File: src/sv/sprs_pkg.sv
package sprs_pkg;

  localparam int unsigned FLEN_W  = 32;
  localparam int unsigned PIX_W   = 12;
  localparam int unsigned X_W     = 13;
  localparam int unsigned COLOR_W = 24;
  localparam int unsigned CH_W    = 8;
  localparam int unsigned BPP_W   = 42;   // file_length * 1000
  localparam int unsigned SIZE_W  = 43;   // (2^32) * 1000
  localparam int unsigned SUM_W   = 51;   // length * 255
  localparam int unsigned CNT_W   = 6;
  localparam int unsigned SCALE_W = 10;
  localparam int unsigned CFG_IDX_W = 2;

  localparam logic [SCALE_W-1:0] UNIT_SCALE = SCALE_W'(1000);
  localparam logic [X_W-1:0]     WIDTH_MAX  = {X_W{1'b1}};
  localparam logic [CNT_W-1:0]   STEPS_BPP  = CNT_W'(BPP_W);
  localparam logic [CNT_W-1:0]   STEPS_RUN  = CNT_W'(SIZE_W);
  localparam logic [CNT_W-1:0]   STEPS_COL  = CNT_W'(CH_W);

  typedef enum logic [CFG_IDX_W-1:0] {
    REG_FILE_LENGTH = 2'd0,
    REG_BAR_PIXELS  = 2'd1,
    REG_LEFT_ORIGIN = 2'd2
  } cfg_reg_t;

  typedef struct packed {
    logic [31:0]        span_first;
    logic [31:0]        span_last;
    logic [COLOR_W-1:0] span_color;
    logic               final_span;
  } in_item_t;

  typedef struct packed {
    logic [X_W-1:0]     run_x;
    logic [X_W-1:0]     run_width;
    logic [COLOR_W-1:0] run_color;
    logic               last_of_item;
    logic               bar_done;
  } out_item_t;

  typedef enum logic [1:0] {
    COL_RED,
    COL_GREEN,
    COL_BLUE
  } col_t;

  typedef enum logic [3:0] {
    OP_NONE,
    OP_LOAD,
    OP_BPP_START,
    OP_BPP_SET,
    OP_RUN_START,
    OP_RUN_SET,
    OP_TAKE,
    OP_ACC,
    OP_COL_START,
    OP_COL_SET,
    OP_PART_SET,
    OP_PUSH,
    OP_END
  } dp_op_t;

  typedef struct packed {
    dp_op_t op;
    col_t   col;
  } dp_cmd_t;

  typedef struct packed {
    logic div_done;
    logic bpp_ok;
    logic size_zero;
    logic take_path;
    logic full;
    logic partial_nz;
    logic final_span;
    logic push_ok;
  } dp_status_t;

  typedef enum logic [3:0] {
    S_IDLE,
    S_BPP_START,
    S_BPP_WAIT,
    S_SCAN,
    S_ACC,
    S_RUN_WAIT,
    S_COL_START,
    S_COL_WAIT,
    S_PART,
    S_PUSH,
    S_FINAL,
    S_END
  } state_t;

endpackage

File: src/sv/sprs_ctrl.sv
module sprs_ctrl
  import sprs_pkg::*;
(
  input  logic       clk,
  input  logic       rst_n,
  input  logic       in_valid,
  output logic       in_ready,
  input  dp_status_t status,
  output dp_cmd_t    cmd
);

  state_t state_r, state_nxt;
  col_t   col_r, col_nxt;
  logic   flush_r, flush_nxt;

  always_ff @(posedge clk) begin
    if (!rst_n) begin
      state_r <= S_IDLE;
      col_r   <= COL_RED;
      flush_r <= 1'b0;
    end else begin
      state_r <= state_nxt;
      col_r   <= col_nxt;
      flush_r <= flush_nxt;
    end
  end

  always_comb begin
    state_nxt = state_r;
    col_nxt   = col_r;
    flush_nxt = flush_r;
    cmd.op    = OP_NONE;
    cmd.col   = col_r;
    in_ready  = 1'b0;
    unique case (state_r)
      S_IDLE: begin
        in_ready = 1'b1;
        if (in_valid) begin
          cmd.op    = OP_LOAD;
          flush_nxt = 1'b0;
          state_nxt = status.bpp_ok ? S_SCAN : S_BPP_START;
        end
      end
      S_BPP_START: begin
        cmd.op    = OP_BPP_START;
        state_nxt = S_BPP_WAIT;
      end
      S_BPP_WAIT: begin
        if (status.div_done) begin
          cmd.op    = OP_BPP_SET;
          state_nxt = S_SCAN;
        end
      end
      S_SCAN: begin
        priority if (status.size_zero) begin
          state_nxt = S_FINAL;
        end else if (status.take_path) begin
          cmd.op    = OP_TAKE;
          state_nxt = S_ACC;
        end else begin
          cmd.op    = OP_RUN_START;
          state_nxt = S_RUN_WAIT;
        end
      end
      S_ACC: begin
        cmd.op = OP_ACC;
        if (status.full) begin
          col_nxt   = COL_RED;
          state_nxt = S_COL_START;
        end else begin
          state_nxt = S_SCAN;
        end
      end
      S_RUN_WAIT: begin
        if (status.div_done) begin
          cmd.op    = OP_RUN_SET;
          state_nxt = S_PUSH;
        end
      end
      S_COL_START: begin
        cmd.op    = OP_COL_START;
        state_nxt = S_COL_WAIT;
      end
      S_COL_WAIT: begin
        if (status.div_done) begin
          cmd.op = OP_COL_SET;
          unique case (col_r)
            COL_RED: begin
              col_nxt   = COL_GREEN;
              state_nxt = S_COL_START;
            end
            COL_GREEN: begin
              col_nxt   = COL_BLUE;
              state_nxt = S_COL_START;
            end
            default: state_nxt = S_PART;
          endcase
        end
      end
      S_PART: begin
        cmd.op    = OP_PART_SET;
        state_nxt = S_PUSH;
      end
      S_PUSH: begin
        if (status.push_ok) begin
          cmd.op    = OP_PUSH;
          state_nxt = flush_r ? S_END : S_SCAN;
        end
      end
      S_FINAL: begin
        if (status.final_span && status.partial_nz) begin
          flush_nxt = 1'b1;
          col_nxt   = COL_RED;
          state_nxt = S_COL_START;
        end else begin
          state_nxt = S_END;
        end
      end
      S_END: begin
        if (status.push_ok) begin
          cmd.op    = OP_END;
          state_nxt = S_IDLE;
        end
      end
      default: state_nxt = S_IDLE;
    endcase
  end

endmodule

File: config.mk
export PLATFORM = sky130hd
export DESIGN_NAME = sprs_ctrl
export DESIGN_NICKNAME = d
export VERILOG_FILES = /design/src/sv/sprs_pkg.sv /design/src/sv/sprs_ctrl.sv
export SDC_FILE = /design/constraint.sdc
export NUM_CORES = 1
export LEC_CHECK = 0
export BUFFER_PORTS_ARGS = -buffer_cell sky130_fd_sc_hd__buf_2
export CAP_MARGIN = 30
export CORE_MARGIN = 5
export CORE_UTILIZATION = 40
export DETAILED_ROUTE_END_ITERATION = 10
export HOLD_SLACK_MARGIN = 0.05
export MAX_ROUTING_LAYER = met4
export PLACE_DENSITY = 0.63
export SETUP_SLACK_MARGIN = 0.4
export SLEW_MARGIN = 20
export SYNTH_ARGS = -nofsm -noshare
export SYNTH_HDL_FRONTEND = slang
export SYNTH_SLANG_ARGS = --single-unit
export TNS_END_PERCENT = 20
File: constraint.sdc
create_clock -name clk -period 1.2 [get_ports clk]
set_input_delay 0.24 -clock clk [delete_from_list [all_inputs] [get_ports clk]]
set_output_delay 0.24 -clock clk [all_outputs]
set_load 0.05 [all_outputs]
==> impl_metrics.csv <==
group,metric,value,unit
worst_setup_path,cp_cell_sequence,"nor2b_4 > and3b_2 > a31oi_4 > o22ai_4 > buf_6",
clocking,clk_pin_slew,0.07,ns
die,coreArea,1750,um^2
drt,via_per_inst,5.79,
worst_hold_path,hp-class,"in2reg",
sta,hold_viol,0,
layout,final_nets,167,
worst_setup_path,crit_path_max_incr_delay,0.39,ns
clocking,tritoncts,"built",
sta,fin_skew,0.0137,ns
synthesis,syn_area,734,um^2
clocking,cts_num_sinks,7,
layout,fillers,137,
global_route,grt_pass1_vias,1055,
sta,worst_slew_pin_slew,0.296,ns
worst_setup_path,critPathTopFamily,"simple AND/OR/NAND/NOR gates",
sta,whs,0.280,ns
clocking,cts_hold_buf,0,
placement,hpwl,1990,um
layout,areaGrowthSynthToFinish,82.8,%
drt,ant_nets,0,
die,die_y,52.9,um
synthesis,ys_ff_latch,7,
layout,final_cell_mix,"34 x buf_4, 10 x buf_2, 9 x buf_6, 8 x nor2_1, 7 x a21oi_1",
die,die_w,52.9,um
status,status,"complete, but fails checks",
worst_setup_path,worst-path-buf-inv,1,
power,vdd_ir_drop_max,0.649,mV
worst_setup_path,end_kind,"output pin",
worst_setup_path,start_kind,"flop",
die,rows,15,
die,start_util,42.1,%
sta,period_share,140,%
placement,io_buffer_count,17,
clocking,cts.path.max_buffers,2,
die,ioPinCount,18,
drt,drc,0,
synthesis,synth_area_leaders,"dfxtp_1 19%, a21oi_1 8.2%, nand2b_1 6.8%, nor2_1 4.6%, nor2b_1 4.3%",
worst_setup_path,required,0.96,ns
global_route,grt_start_max_net_pins,15,
clocking,htree_levels,1,
synthesis,syn_area_per_cell,6.93,um^2
synthesis,synth_ff_type,"dfxtp_1",
layout,drive_above_1_share,58.1,%
placement,dpl_cell_area,1140,um^2
placement,place.gp.congestion,0.968,
synthesis,yosysTopAreaCell,"dfxtp_1",
global_route,grt.total_usage,25.8,%
die,die-area,2790,um^2
sta,rsz0062_at_grt,"true",
sta,fin_ws,-0.482,ns
drt,drt_first_pass_iters,4,
synthesis,synth_cells,106,
layout,stdcell_area,1340,um^2
clocking,cts-buffers-inserted,3,
sta,fmax,0.595,GHz
global_route,grt_pass1_wl,5110,um
power,powerDensity,1100,nW/um^2
drt,drt_iter0_drc,29,
sta,period_needed,1.68,ns
drt,routed_wl,3050,um
worst_setup_path,critPathKind,"reg2out",
clocking,clkLatencyLatePin,0.26,ns
synthesis,synth_top_cell_area_share,19.1,%
worst_setup_path,cpMaxStageDelayCell,"dfxtp_4",
sta,setup_viol,12,
status,violations,"negative setup slack",
synthesis,synth_warnings,0,
clocking,cts-root-buf,"clkbuf_4",
synthesis,synth_edf_count,0,
global_route,gr-total-overflow,0,
sta,drv_slew,0,
drt,route.detailed.wl_per_inst,16.9,um
synthesis,synth_seq_area_share,19.1,%
drt,num_vias,1043,
worst_setup_path,critPathMaxFanout,5,
layout,layout.cells.non_filler,180,
global_route,antenna_found_initial,0,
layout,final_common_cell,"buf_4",
power,leakagePower,0.556,nW
layout,diodes,0,
placement,dp.cells,173,
flow_run,max_cap_violations,0,
worst_setup_path,crit_arrival,1.44,ns
synthesis,async_flop_share,0,%
synthesis,syn_nets,117,
synthesis,synth_cell_types,38,
sta,slew_headroom,80.1,%
-- sequential cells by signal, summed over array words and instances, names as in the netlist --
register and count:
col_r 2, flush_r 1, state_r 4
-- metrics by stage --
stage	setup WS, ns	total power (W)	setup TNS [ns]	util, %
final	-0.482	0.00147	-3.76	76.9
after CTS	-0.451	0.00143	-3.41	75.8
after detailed placement	-0.387	0.00105	-3.40	65.1
after global placement	-0.395	0.00104	-3.35	65.1
after global routing	-0.536	0.00156	-4.60	76.9
after floorplan	-0.336	0.000814	-2.56	-
-- layout make-up --
class / instances / area (um^2) / share of cell area, %
clock inverter: 1 / 5.00 / 0.373
multi-input combinational: 87 / 701 / 52.2
timing repair buffer: 54 / 422 / 31.4
sequential: 7 / 150 / 11.2
inverter: 3 / 11.3 / 0.839
tap: 25 / 31.3 / 2.33
clock buffer: 3 / 22.5 / 1.68
-- report_power, final --
group	switching [W]	internal, W
logic	0.000505	0.000449
clock network	0.000103	0.000123
registers	0.0000380	0.000255
total	0.000647	0.000827
-- path summary, 6_finish.rpt --
| check | from | endpoint | slack (ns) | cells past startpoint |
|---|---|---|---|---|
| setup / recovery | state_r[1]$_SDFFE_PN0P_ | cmd[2] | -0.48 | 5 |
| hold / removal | rst_n | state_r[1]$_SDFFE_PN0P_ | 0.28 | 2 |
| hold reg to reg | flush_r$_SDFFE_PN0P_ | flush_r$_SDFFE_PN0P_ | 0.55 | 2 |
| setup reg to reg | state_r[1]$_SDFFE_PN0P_ | col_r[0]$_SDFFE_PN0P_ | -0.31 | 5 |
-- what timing repair did --
item	CTS	global route
resized for setup	42	3
buffers inserted	2	1
setup endpoints to repair	14	14
pin swaps	10	4
-- logic make-up (layout without fill, tap and decap cells) --
logic type | after synthesis | count (layout) | share of synthesized area [%]
AND/OR/NAND/NOR | 48 | 48 | 37.8
AO/OA/AOI/OAI | 38 | 38 | 32.2
buffers and inverters | 12 | 61 | 9.54
flip-flops | 7 | 7 | 19.1
multiplexers | 1 | 1 | 1.36
-- cell usage after synthesis (2+ instances only) --
| cell type | count |
|---|---|
| buf_2 | 5 |
| nand3_1 | 5 |
| nor2_1 | 9 |
| a21oi_1 | 12 |
| nand2_1 | 4 |
| nand2b_1 | 8 |
| nor3_1 | 2 |
| o22ai_1 | 2 |
| inv_2 | 2 |
| dfxtp_1 | 7 |
| o21a_1 | 2 |
| o31ai_1 | 2 |
| o211ai_1 | 2 |
| nor2b_1 | 5 |
| o21ai_0 | 6 |
| nand4_1 | 2 |
| nand3b_1 | 3 |
| buf_4 | 3 |
| and3b_1 | 2 |
| o21ai_1 | 4 |
| and3_1 | 2 |
-- layer usage --
layer  part of all wire, %  vias to the layer above  GRT usage (%)
met5                     0                        -              -
met4                   3.7                        0           13.6
met3                   5.7                       12           3.94
met2                    49                       56           41.7
met1                    41                      489           30.8
li1                      -                      486              -
(Power assumes the default switching activity.)
